===== src/design/mlfq_pkg.sv =====
`default_nettype none
package mlfq_pkg;

  typedef enum logic [2:0] {
    OP_CREATE   = 3'd0,
    OP_WAKE     = 3'd1,
    OP_BLOCK    = 3'd2,
    OP_DISPATCH = 3'd3,
    OP_RUN_END  = 3'd4
  } op_t;

  typedef enum logic [1:0] {
    ST_OK    = 2'd0,
    ST_NONE  = 2'd1,
    ST_WRONG = 2'd2,
    ST_IDLE  = 2'd3
  } status_t;

  localparam int unsigned LEVELS = 4;
  localparam int unsigned SLOT_W = 6;
  localparam int unsigned TICK_W = 8;
  localparam int unsigned QUANTUM_W = 8;
  localparam int unsigned CFG_IDX_W = 2;
  localparam logic [TICK_W-1:0] TICK_MAX = 8'd255;

  // Per-slot record: level minus one, ticks, in use, runnable, queued.
  typedef struct packed {
    logic [1:0]        level;
    logic [TICK_W-1:0] ticks;
    logic              in_use;
    logic              runnable;
    logic              queued;
  } slot_rec_t;

  localparam int unsigned REC_W = $bits(slot_rec_t);

  // Reset value of a slot record: level one, zero ticks, free.
  localparam slot_rec_t REC_RESET = '{level: 2'd0, ticks: '0, in_use: 1'b0,
                                      runnable: 1'b0, queued: 1'b0};

endpackage
`default_nettype wire


===== src/design/mlfq_ram.sv =====
`default_nettype none
module mlfq_ram #(
  parameter int unsigned WIDTH = 8,
  parameter int unsigned DEPTH = 64
) (
  input  wire                      clk,
  input  wire                      we,
  input  wire [$clog2(DEPTH)-1:0]  waddr,
  input  wire [WIDTH-1:0]          wdata,
  input  wire [$clog2(DEPTH)-1:0]  raddr,
  output logic [WIDTH-1:0]         rdata
);

  logic [WIDTH-1:0] mem [DEPTH];

  always_ff @(posedge clk) begin
    if (we) begin
      mem[waddr] <= wdata;
    end
    rdata <= mem[raddr];
  end

endmodule
`default_nettype wire


===== src/design/four_level_feedback_queue_scheduler.sv =====
// Channel | Direction | Handshake           | Payload
// in      | input     | in_valid / in_stall  | in_operation, in_process_slot, in_exited
// out     | output    | out_valid / out_stall| out_status, out_chosen_slot,
//         |           |                      | out_chosen_level, out_demoted
// cfg     | input     | cfg_we               | cfg_index, cfg_data
//
// One item at a time. Create, wake and block load their result in S_SOP; run_end,
// when a slot runs, loads it in S_RWT after S_RRD. A dispatch passes S_QRD for each
// empty level it checks, then reads the head entry (ring read from S_QRD, then slot
// record read from S_QWT, checked in S_HCHK); each stale entry dropped goes back to S_QRD.
// After reset a clearing pass writes SLOTS records, one a cycle; no item is
// taken until it ends. The input stalls while an item is in flight or a result waits.
`default_nettype none
module four_level_feedback_queue_scheduler #(
  parameter int unsigned SLOTS = 64
) (
  input  wire        clk,
  input  wire        rst_n,
  input  wire        in_valid,
  output logic       in_stall,
  input  wire [2:0]  in_operation,
  input  wire [5:0]  in_process_slot,
  input  wire        in_exited,
  output logic       out_valid,
  input  wire        out_stall,
  output logic [1:0] out_status,
  output logic [5:0] out_chosen_slot,
  output logic [2:0] out_chosen_level,
  output logic       out_demoted,
  input  wire        cfg_we,
  input  wire [1:0]  cfg_index,
  input  wire [7:0]  cfg_data
);

  localparam int unsigned SW = $clog2(SLOTS);
  localparam int unsigned CW = $clog2(SLOTS + 1);
  localparam int unsigned QW = SW + 2;
  localparam int unsigned TICK_W_L = mlfq_pkg::TICK_W;

  typedef enum logic [9:0] {
    S_CLEAR = 10'b0000000001,
    S_IDLE  = 10'b0000000010,
    S_SRD   = 10'b0000000100,
    S_SOP   = 10'b0000001000,
    S_QRD   = 10'b0000010000,
    S_QWT   = 10'b0000100000,
    S_HRD   = 10'b0001000000,
    S_HCHK  = 10'b0010000000,
    S_RRD   = 10'b0100000000,
    S_RWT   = 10'b1000000000
  } state_t;

  state_t state_r, state_nxt;

  logic [7:0]    quantum_r [4];
  logic [SW-1:0] head_r [4];
  logic [CW-1:0] count_r [4];
  logic [SW-1:0] run_slot_r;
  logic          run_valid_r;
  logic [SW-1:0] clr_r;

  logic [2:0] op_r;
  logic [5:0] slot_in_r;
  logic       exited_r;
  logic [1:0] lv_r;

  // Slot record memory.
  logic                      rec_we;
  logic [SW-1:0]             rec_waddr, rec_raddr;
  mlfq_pkg::slot_rec_t       rec_wdata;
  logic [mlfq_pkg::REC_W-1:0] rec_rdata_raw;
  mlfq_pkg::slot_rec_t       rec_rd;

  // Ring memory: level in top bits, position below.
  logic          q_we;
  logic [QW-1:0] q_waddr, q_raddr;
  logic [SW-1:0] q_wdata, q_rdata;

  mlfq_ram #(.WIDTH(mlfq_pkg::REC_W), .DEPTH(SLOTS)) u_rec (
    .clk(clk), .we(rec_we), .waddr(rec_waddr), .wdata(rec_wdata),
    .raddr(rec_raddr), .rdata(rec_rdata_raw)
  );

  mlfq_ram #(.WIDTH(SW), .DEPTH(4 * (1 << SW))) u_ring (
    .clk(clk), .we(q_we), .waddr(q_waddr), .wdata(q_wdata),
    .raddr(q_raddr), .rdata(q_rdata)
  );

  assign rec_rd = mlfq_pkg::slot_rec_t'(rec_rdata_raw);

  logic out_load;
  logic [1:0] o_st;
  logic [5:0] o_slot;
  logic [2:0] o_lv;
  logic       o_dem;

  logic [SW-1:0] head_nxt [4];
  logic [CW-1:0] count_nxt [4];
  logic [SW-1:0] run_slot_nxt;
  logic          run_valid_nxt;
  logic [1:0]    lv_nxt;

  logic [SW-1:0] cur_slot;
  logic          slot_ok;
  logic [SW:0]   tail_sum;
  logic [SW-1:0] tail_pos;
  logic [1:0]    push_lv;
  logic [SW:0]   head_inc;
  logic [TICK_W_L-1:0] ticks_inc;
  logic          at_head;
  logic [1:0]    next_lv;

  assign in_stall = (state_r != S_IDLE) || out_valid;
  assign cur_slot = run_slot_r;
  assign slot_ok = ({3'b000, slot_in_r} < 9'(SLOTS));

  always_comb begin
    tail_sum = {1'b0, head_r[push_lv]} + (SW + 1)'(count_r[push_lv]);
    if (tail_sum >= (SW + 1)'(SLOTS)) begin
      tail_pos = SW'(tail_sum - (SW + 1)'(SLOTS));
    end else begin
      tail_pos = tail_sum[SW-1:0];
    end
    head_inc = {1'b0, head_r[lv_r]} + (SW + 1)'(1);
  end

  always_comb begin
    state_nxt     = state_r;
    rec_we        = 1'b0;
    rec_waddr     = SW'(slot_in_r);
    rec_wdata     = rec_rd;
    rec_raddr     = SW'(slot_in_r);
    q_we          = 1'b0;
    q_waddr       = '0;
    q_wdata       = '0;
    q_raddr       = {lv_r, head_r[lv_r]};
    push_lv       = lv_r;
    out_load      = 1'b0;
    o_st          = mlfq_pkg::ST_OK;
    o_slot        = '0;
    o_lv          = '0;
    o_dem         = 1'b0;
    run_slot_nxt  = run_slot_r;
    run_valid_nxt = run_valid_r;
    lv_nxt        = lv_r;
    at_head       = 1'b0;
    next_lv       = lv_r;
    ticks_inc     = rec_rd.ticks;
    for (int i = 0; i < 4; i++) begin
      head_nxt[i]  = head_r[i];
      count_nxt[i] = count_r[i];
    end

    case (state_r)
      S_CLEAR: begin
        rec_we    = 1'b1;
        rec_waddr = clr_r;
        rec_wdata = mlfq_pkg::REC_RESET;
        if (clr_r == SW'(SLOTS - 1)) begin
          state_nxt = S_IDLE;
        end
      end
      S_IDLE: begin
        if (in_valid && !in_stall) begin
          state_nxt = S_SRD;
        end
      end
      S_SRD: begin
        // Choose which record to fetch for the operation.
        lv_nxt = 2'd0;
        case (op_r)
          mlfq_pkg::OP_DISPATCH, mlfq_pkg::OP_RUN_END: begin
            rec_raddr = cur_slot;
            state_nxt = S_SOP;
          end
          mlfq_pkg::OP_CREATE, mlfq_pkg::OP_WAKE, mlfq_pkg::OP_BLOCK: begin
            state_nxt = S_SOP;
          end
          default: begin
            out_load  = 1'b1;
            o_st      = mlfq_pkg::ST_WRONG;
            state_nxt = S_IDLE;
          end
        endcase
        if ((op_r == mlfq_pkg::OP_CREATE || op_r == mlfq_pkg::OP_WAKE ||
             op_r == mlfq_pkg::OP_BLOCK) && !slot_ok) begin
          out_load  = 1'b1;
          o_st      = mlfq_pkg::ST_WRONG;
          state_nxt = S_IDLE;
        end
      end
      S_SOP: begin
        state_nxt = S_IDLE;
        case (op_r)
          mlfq_pkg::OP_CREATE: begin
            out_load = 1'b1;
            if (rec_rd.in_use) begin
              o_st   = mlfq_pkg::ST_WRONG;
              o_slot = slot_in_r;
              o_lv   = {1'b0, rec_rd.level} + 3'd1;
            end else begin
              rec_we    = 1'b1;
              rec_wdata = '{level: 2'd0, ticks: '0, in_use: 1'b1,
                            runnable: 1'b1, queued: 1'b1};
              push_lv   = 2'd0;
              if (count_r[0] < CW'(SLOTS)) begin
                q_we        = 1'b1;
                q_waddr     = {2'd0, tail_pos};
                q_wdata     = SW'(slot_in_r);
                count_nxt[0] = count_r[0] + CW'(1);
              end
              o_slot = slot_in_r;
              o_lv   = 3'd1;
            end
          end
          mlfq_pkg::OP_WAKE, mlfq_pkg::OP_BLOCK: begin
            out_load = 1'b1;
            o_slot   = slot_in_r;
            o_lv     = {1'b0, rec_rd.level} + 3'd1;
            if (!rec_rd.in_use) begin
              o_st = mlfq_pkg::ST_WRONG;
            end else if (op_r == mlfq_pkg::OP_WAKE) begin
              rec_we = 1'b1;
              rec_wdata.runnable = 1'b1;
              if (!rec_rd.queued) begin
                rec_wdata.queued = 1'b1;
                push_lv = rec_rd.level;
                if (count_r[rec_rd.level] < CW'(SLOTS)) begin
                  q_we    = 1'b1;
                  q_waddr = {rec_rd.level, tail_pos};
                  q_wdata = SW'(slot_in_r);
                  count_nxt[rec_rd.level] = count_r[rec_rd.level] + CW'(1);
                end
              end
            end else begin
              rec_we = 1'b1;
              rec_wdata.runnable = 1'b0;
            end
          end
          mlfq_pkg::OP_DISPATCH: begin
            if (run_valid_r) begin
              out_load = 1'b1;
              o_st     = mlfq_pkg::ST_WRONG;
              o_slot   = 6'(cur_slot);
              o_lv     = {1'b0, rec_rd.level} + 3'd1;
            end else begin
              state_nxt = S_QRD;
            end
          end
          default: begin
            // Run end.
            if (!run_valid_r) begin
              out_load = 1'b1;
              o_st     = mlfq_pkg::ST_IDLE;
            end else begin
              lv_nxt    = rec_rd.level;
              state_nxt = S_RRD;
            end
          end
        endcase
      end
      S_QRD: begin
        // Find a non-empty level, then read its head entry.
        if (count_r[lv_r] != '0) begin
          state_nxt = S_QWT;
        end else if (lv_r == 2'd3) begin
          out_load  = 1'b1;
          o_st      = mlfq_pkg::ST_NONE;
          state_nxt = S_IDLE;
        end else begin
          lv_nxt = lv_r + 2'd1;
        end
      end
      S_QWT: begin
        rec_raddr = q_rdata;
        state_nxt = S_HCHK;
      end
      S_HRD: begin
        state_nxt = S_HCHK;
      end
      S_HCHK: begin
        if (rec_rd.in_use && rec_rd.runnable) begin
          out_load      = 1'b1;
          o_slot        = 6'(q_rdata);
          o_lv          = {1'b0, lv_r} + 3'd1;
          run_slot_nxt  = q_rdata;
          run_valid_nxt = 1'b1;
          state_nxt     = S_IDLE;
        end else begin
          // Drop the stale head entry and look again.
          rec_we    = 1'b1;
          rec_waddr = q_rdata;
          rec_wdata.queued = 1'b0;
          head_nxt[lv_r] = (head_inc >= (SW + 1)'(SLOTS)) ? '0 : head_inc[SW-1:0];
          count_nxt[lv_r] = count_r[lv_r] - CW'(1);
          state_nxt = S_QRD;
        end
      end
      S_RRD: begin
        // Ring head of the running slot's level is being read.
        rec_raddr = cur_slot;
        state_nxt = S_RWT;
      end
      default: begin
        // S_RWT: record and ring head both valid.
        state_nxt     = S_IDLE;
        out_load      = 1'b1;
        run_valid_nxt = 1'b0;
        rec_we        = 1'b1;
        rec_waddr     = cur_slot;
        o_slot        = 6'(cur_slot);
        ticks_inc = (rec_rd.ticks != mlfq_pkg::TICK_MAX) ?
                    rec_rd.ticks + TICK_W_L'(1) : rec_rd.ticks;
        at_head = rec_rd.queued && (count_r[lv_r] != '0) && (q_rdata == cur_slot);
        next_lv = (lv_r == 2'd3) ? 2'd3 : lv_r + 2'd1;
        push_lv = next_lv;
        rec_wdata.ticks = ticks_inc;
        o_lv = {1'b0, lv_r} + 3'd1;
        if (exited_r) begin
          if (at_head) begin
            head_nxt[lv_r] = (head_inc >= (SW + 1)'(SLOTS)) ? '0 : head_inc[SW-1:0];
            count_nxt[lv_r] = count_r[lv_r] - CW'(1);
          end
          rec_wdata.queued   = 1'b0;
          rec_wdata.in_use   = 1'b0;
          rec_wdata.runnable = 1'b0;
          rec_wdata.ticks    = '0;
        end else if (ticks_inc >= quantum_r[lv_r]) begin
          o_dem = 1'b1;
          o_lv  = {1'b0, next_lv} + 3'd1;
          rec_wdata.level  = next_lv;
          rec_wdata.ticks  = '0;
          rec_wdata.queued = 1'b1;
          begin
            // Pop and push may hit the same level (level 4 rotation).
            logic [CW-1:0] cnt_after;
            logic [SW-1:0] hd_after;
            logic [SW:0]   ts;
            cnt_after = count_r[next_lv];
            hd_after  = head_r[next_lv];
            if (at_head) begin
              head_nxt[lv_r] = (head_inc >= (SW + 1)'(SLOTS)) ? '0 : head_inc[SW-1:0];
              count_nxt[lv_r] = count_r[lv_r] - CW'(1);
              if (next_lv == lv_r) begin
                cnt_after = count_nxt[lv_r];
                hd_after  = head_nxt[lv_r];
              end
            end
            ts = {1'b0, hd_after} + (SW + 1)'(cnt_after);
            if (cnt_after < CW'(SLOTS)) begin
              q_we    = 1'b1;
              q_waddr = {next_lv, (ts >= (SW + 1)'(SLOTS)) ?
                         SW'(ts - (SW + 1)'(SLOTS)) : ts[SW-1:0]};
              q_wdata = cur_slot;
              count_nxt[next_lv] = cnt_after + CW'(1);
            end
          end
        end
      end
    endcase
  end

  always_ff @(posedge clk) begin
    if (!rst_n) begin
      state_r     <= S_CLEAR;
      clr_r       <= '0;
      run_valid_r <= 1'b0;
      run_slot_r  <= '0;
      out_valid   <= 1'b0;
      lv_r        <= '0;
      quantum_r[0] <= 8'd1;
      quantum_r[1] <= 8'd3;
      quantum_r[2] <= 8'd9;
      quantum_r[3] <= 8'd15;
      for (int i = 0; i < 4; i++) begin
        head_r[i]  <= '0;
        count_r[i] <= '0;
      end
    end else begin
      state_r     <= state_nxt;
      clr_r       <= clr_r + SW'(1);
      run_valid_r <= run_valid_nxt;
      run_slot_r  <= run_slot_nxt;
      lv_r        <= lv_nxt;
      for (int i = 0; i < 4; i++) begin
        head_r[i]  <= head_nxt[i];
        count_r[i] <= count_nxt[i];
      end
      if (cfg_we) begin
        quantum_r[cfg_index] <= cfg_data;
      end
      if (out_load) begin
        out_valid <= 1'b1;
      end else if (!out_stall) begin
        out_valid <= 1'b0;
      end
    end
  end

  always_ff @(posedge clk) begin
    if (state_r == S_IDLE && in_valid && !in_stall) begin
      op_r      <= in_operation;
      slot_in_r <= in_process_slot;
      exited_r  <= in_exited;
    end
    if (out_load) begin
      out_status       <= o_st;
      out_chosen_slot  <= o_slot;
      out_chosen_level <= o_lv;
      out_demoted      <= o_dem;
    end
  end

endmodule
`default_nettype wire

===== config.mk =====
export PLATFORM = sky130hd
export DESIGN_NAME = four_level_feedback_queue_scheduler
export DESIGN_NICKNAME = d
export VERILOG_FILES = /design/src/design/mlfq_pkg.sv /design/src/design/mlfq_ram.sv /design/src/design/four_level_feedback_queue_scheduler.sv
export SDC_FILE = /design/constraint.sdc
export NUM_CORES = 2
export LEC_CHECK = 0
export BUFFER_PORTS_ARGS = -buffer_cell sky130_fd_sc_hd__buf_2
export CORE_UTILIZATION = 45
export DETAILED_ROUTE_END_ITERATION = 8
export GPL_ROUTABILITY_DRIVEN = 0
export GPL_TIMING_DRIVEN = 0
export RECOVER_POWER = 25
export SLEW_MARGIN = 20
export SYNTH_ARGS = -nofsm -noshare
export SYNTH_HDL_FRONTEND = slang
export SYNTH_SLANG_ARGS = --single-unit

===== constraint.sdc =====
create_clock -name clk -period 29 [get_ports clk]
set_clock_uncertainty 0.05 [all_clocks]
set_input_delay 4.35 -clock clk [delete_from_list [all_inputs] [get_ports clk]]
set_output_delay 4.35 -clock clk [all_outputs]
set_load 0.005 [all_outputs]

## Word-level counts from Yosys, hierarchy flattened

Memory sizes are Yosys's and may differ from the RTL's. A register that Yosys moved wholly into a read port is not among the register bits.
Cells that the tools add are included.
W data, S select, Z words.

- Add/sub/neg operators: 15
- Reduce and logical (&&, ||, !) cells: 34
- Multiplexer cells: 192
- Order comparisons: 13
- Equality and inequality tests: 28
- Bitwise operators: 12

Operator list:

| cell | count |
|---|---|
| $mux W28 | 12 |
| $mux W6 | 30 |
| $mux W7 | 16 |
| $mux W24 | 4 |
| $bwmux W28 | 3 |
| $pmux W28 S3 | 1 |
| $mux W8 | 10 |
| $pmux W10 S8 | 1 |
| $pmux W6 S3 | 3 |
| $mux W10 | 5 |
| $mux W2 | 24 |
| $pmux W24 S2 | 1 |
| $demux W7 S2 | 3 |
| $mux W1 | 39 |
| $pmux W12 S3 | 1 |
| $pmux W6 S2 | 3 |
| $pmux W8 S2 | 2 |
| $bwmux W24 | 1 |
| $reduce_or A8 Y1 | 3 |
| $add A7 B1 Y7 const B | 3 |
| $ge A7 B7 Y1 const B | 3 |
| $lt A7 B7 Y1 const B | 3 |
| $mux W21 | 1 |
| $reduce_or A7 Y1 | 3 |
| 69 further kinds | 119 |

- Word-level logic and storage cells: 312
- RAM bits: 2452
- Flip-flop bits (word level): 48
- Memories: 5
- Output and inout port bits: 14

Memories:

| name | depth | width | read ports | clocked after memory_dff | wr ports | line | text |
|---|---|---|---|---|---|---|---|
| u_ring.mem | 256 | 6 | 1 | 1 | 1 | mlfq_ram.sv:14 | `logic [WIDTH-1:0] mem [DEPTH];` |
| u_rec.mem | 64 | 13 | 1 | 1 | 1 | mlfq_ram.sv:14 |  |
| quantum_r | 4 | 8 | 1 | 1 | 4 | four_level_feedback_queue_scheduler.sv:55 | `logic [7:0] quantum_r [4];` |
| count_r | 4 | 7 | 8 | 1 | 4 | four_level_feedback_queue_scheduler.sv:57 | `logic [CW-1:0] count_r [4];` |
| head_r | 4 | 6 | 7 | 1 | 4 | four_level_feedback_queue_scheduler.sv:56 | `logic [SW-1:0] head_r [4];` |

## Depth between registers and ports, before layout

- Depth after elaboration: 21
- Depth in mapped cells: 27

## Hierarchy

Synthesis repeated with hierarchy kept, for this count alone.

- Cells, all modules: 5806
- Area, all modules: 104111.1 um^2

Modules (own cells, without submodules):

| module | times used | area an instance (um^2) | cells an instance |
|---|---|---|---|
| mlfq_ram (u_ring) | 1 | 60073.9 | 2964 |
| mlfq_ram (u_rec) | 1 | 32433.6 | 1432 |
| four_level_feedback_queue_scheduler | 1 | 11603.6 | 1410 |

## Worst setup path before layout

No wires, ideal clock.

- Path kind: reg-to-reg
- Start: register with a tool-made name
- End: memory u_ring.mem[0][3] (netlist name) (data pin)
- Buffers on the path: 3
- Stages on the path, launching flop included: 13
- Clock period less this slack: 15097 ps
- Setup time: 2187 ps
- Arrival: 12860 ps
- Path slack: 13903 ps
- Path through: dfxtp_1 > buf_2 > buf_1 > mux4_2 > ha_1 > nand2b_1 > a21o_1 > a21o_1 > a21o_1 > a21o_1 > o211ai_4 > buf_6 > o21ai_0

RTL lines:

| item | line |
|---|---|
| to (decl) | mlfq_ram.sv:14 |

==> out/qor.yml <==
run_status:
  status: "complete, but fails checks"
  failed_checks: "capacitance limit, slew limit"
routing:
  drt_wl_total_um: 331000
  vias_per_cell: 6.36
  drc_errors: 0
  firstDrtPassIters: 7
  vias: 66700
  postRouteAntennaNets: 0
  first_iter_violations: 9742
  routed-wl-met2_um: 146000
  met1Wirelength_um: 134000
  routed.top_layer: "met4"
  wl_per_cell_um: 31.6
  routed-wl-met3_um: 40400
critical_path:
  critical_path.top_delay_family: "buffers and inverters"
  crit_slowest_cell: "nor3_1"
  cp.arrival_ns: 11.43
  path_class: "reg2reg"
  path_cells: "clkbuf_1 > mux4_2 > buf_2 > clkbuf_1 > clkbuf_1 > buf_1 > clkbuf_1 > ha_1 > buf_1 > mux2i_1 > mux4_2 > o21ai_0 > inv_1 > fa_1 > xor2_1 > nand2_1 > a21oi_2 > nand2_1 > buf_2 > nor3_1"
  cp_num_buf_inv: 9
  crit_fanout: 10
  crit_top_cell: "clkbuf_1"
  startpoint_type: "flop"
  cp-end-kind: "flop"
  slowest_delay_ns: 0.98
  crit_required_ns: 29.45
final_layout:
  area_growth_pct: 13.0
  register_area_um2: 74700
  layout.nets: 7199
  design_area_um2: 120000
  fillers: 19400
  multi_input_area_um2: 29800
  layout-drive-gt1-share_pct: 16.9
clock_tree:
  clock_latency_ns: 0.95
  cts_hold_buf: 0
  cts_made_buffers: 279
  cts.clk_slew.worst_paths_ns: 0.06
  cts_resized: 0
  cts_tree: "built"
  clock_sinks: 2520
  cts_root_buf: "clkbuf_16"
  cts_setup_buffers: 0
  htreeDepth: 5
  clockBufferDepth: 4
yosys:
  ys_ff_latch: 2520
  synth_area_leaders: "edfxtp_1 (68%), mux4_2 (9.1%), nand2_1 (2.6%), a211oi_1 (2.3%), dfxtp_1 (1.8%)"
  synth_top_area_cell: "edfxtp_1"
  async_flop_share_pct: 0
  synth_fp_nets: 6824
  synth_ff_type: "edfxtp_1"
  synth_edf_count: 2422
  yosysSeqAreaShare_pct: 70.1
  yosysWarnings: 0
  ys_types: 91
  syn_avg_cell_area_um2: 15.8
  yosysTopAreaCellShare_pct: 68.3
  syn_area_um2: 107000
  syn-instance-count: 6760
global_routing:
  track_usage_pct: 27.5
  grt.overflow.total: 0
  antenna_found_initial: 16
  grt_pass1_wl_um: 467000
  grt_pass1_vias: 63900
  grt_start_max_net_pins: 77
min_path:
  hold_path.class: "reg2reg"
  hold_path.startpoint: "clr_r[0]$_SDFF_PN0_"
sta:
  slew_headroom_pct: -140
  rsz0062_at_grt: "false"
  slew_viol_final: 624
  finalSetupTns_ns: 0
  max_freq_ghz: 0.0910
  hold_viol: 0
  post-route-min-period_ns: 10.99
  setup-violations-final: 0
  period_share_pct: 37.9
  worst_pin_slew_ns: 3.60
power:
  irDropWorstVdd_v: 0.0000657
  total_power_mw: 7.80
  power_density_nw_per_um2: 64.8
  power.leakage_nw: 34.7
floorplanning:
  die_h_um: 489
  io_pins: 39
  die_area_um2: 239000
  core_area_um2: 235000
  die_w_um: 489
  initial_core_util_pct: 45.3
  rows: 178
placed_design:
  place_area_um2: 112000
  port_buffers: 38
  hpwl_um: 230000
flow_run:
  max_cap_viol_count: 17
layout make-up:
class | instances | share of cell area (%)
multi-input cells | 3675 | 24.8
diodes | 7 | 0.0146
flip-flops and latches | 2520 | 62.0
plain buffers | 527 | 1.78
clock buffers | 327 | 6.07
inverters | 38 | 0.118
clock inverters | 145 | 1.08
repair buffers | 94 | 0.835
well taps | 3150 | 3.27
per-stage QoR:
stage,setup WS (ns),hold WS [ns],instances,util [%]
6_report,18.01,0.456,10500,51.2
5_1_grt,17.79,0.484,10500,51.2
4_1_cts,18.50,0.443,10500,51.4
3_5_place_dp,18.57,0.425,10000,47.7
3_3_place_gp,1.08,0.408,9948,47.0
2_1_floorplan,13.90,0.380,6760,-
cells in the mapped netlist (45+ instances only):
cell type / count
dfxtp_1: 98
a211oi_1: 330
edfxtp_1: 2422
o211ai_1: 67
and2_1: 80
a21oi_1: 179
nand3_1: 45
a311oi_1: 61
mux4_2: 429
o21ai_0: 157
nor3_2: 90
nand2_1: 751
and3_1: 253
mux2i_1: 124
nor2_1: 278
a31oi_1: 119
a311o_1: 53
buf_2: 68
a31o_2: 58
nor3_1: 156
buf_1: 64
clkbuf_1: 382
sequential cells by signal (all words and copies together), names as in the netlist, named ones only:
name	flops
out_chosen_level	3
clr_r	6
head_r	24
count_r	28
run_valid_r	1
quantum_r	32
out_demoted	1
op_r	3
exited_r	1
cur_slot	6
u_ring.mem	1536
u_rec.rdata	13
out_valid	1
lv_r	2
u_ring.rdata	6
u_rec.mem	832
slot_in_r	6
out_status	2
state_r	9
out_chosen_slot	6
cells by family (layout without fill, tap and decap cells):
logic type / count (synthesis) / in the layout / share of synthesized area, %
muxes: 568 / 568 / 10.4
AOI/OAI and AO/OA: 1231 / 1231 / 8.22
buffers and inverters: 565 / 1131 / 2.13
and+or+nand+nor: 1792 / 1792 / 8.29
adders and majority gates: 39 / 39 / 0.472
other: 0 / 7 / 0
DFF: 2520 / 2520 / 70.1
xor gates and xnor gates: 45 / 45 / 0.370
placed cells by master, fill, tap and decap left out, drive strengths merged, types with 22 or more instances in the layout:
master | synthesis | layout
inv | 37 | 45
buf | 145 | 204
a31oi | 120 | 120
clkbuf | 382 | 744
xnor2 | 31 | 31
mux4 | 429 | 429
edfxtp | 2422 | 2422
nand3 | 45 | 45
a21oi | 180 | 180
mux2i | 124 | 124
o22ai | 37 | 37
bufinv | 0 | 23
o211ai | 69 | 69
clkinv | 1 | 109
and3 | 253 | 253
dfxtp | 98 | 98
nor2 | 278 | 278
a31o | 58 | 58
a311oi | 62 | 62
and2 | 84 | 84
nand2 | 760 | 760
a311o | 53 | 53
o21ai | 166 | 166
nand2b | 22 | 22
nor3 | 246 | 246
a211oi | 330 | 330
ha | 37 | 37
where the power goes:
group / internal (mW) / leakage, nW / switching (mW)
clock network: 2.00 / 4.23 / 1.42
registers: 4.02 / 20.0 / 0.0267
logic: 0.0909 / 10.5 / 0.252
total: 6.11 / 34.7 / 1.69
path summary, 6_finish.rpt:
check	cells past startpoint	slack, ns	end
worst min register to register	1	0.46	clr_r[0]$_SDFF_PN0_
worst max register to register	20	18.01	u_ring.mem[65][3]$_DFFE_PP_
worst max-delay path	20	18.01	u_ring.mem[65][3]$_DFFE_PP_
worst min-delay path	1	0.46	clr_r[0]$_SDFF_PN0_
per-layer routing:
| metal | up-vias | track usage, % |
|---|---|---|
| met5 | - | 0 |
| met2 | 4121 | 40.9 |
| met1 | 34100 | 39.4 |
| met3 | 680 | 7.64 |
| met4 | 0 | 7.85 |
| li1 | 27700 | - |
Note: power is estimated with default switching activity, not from simulation.
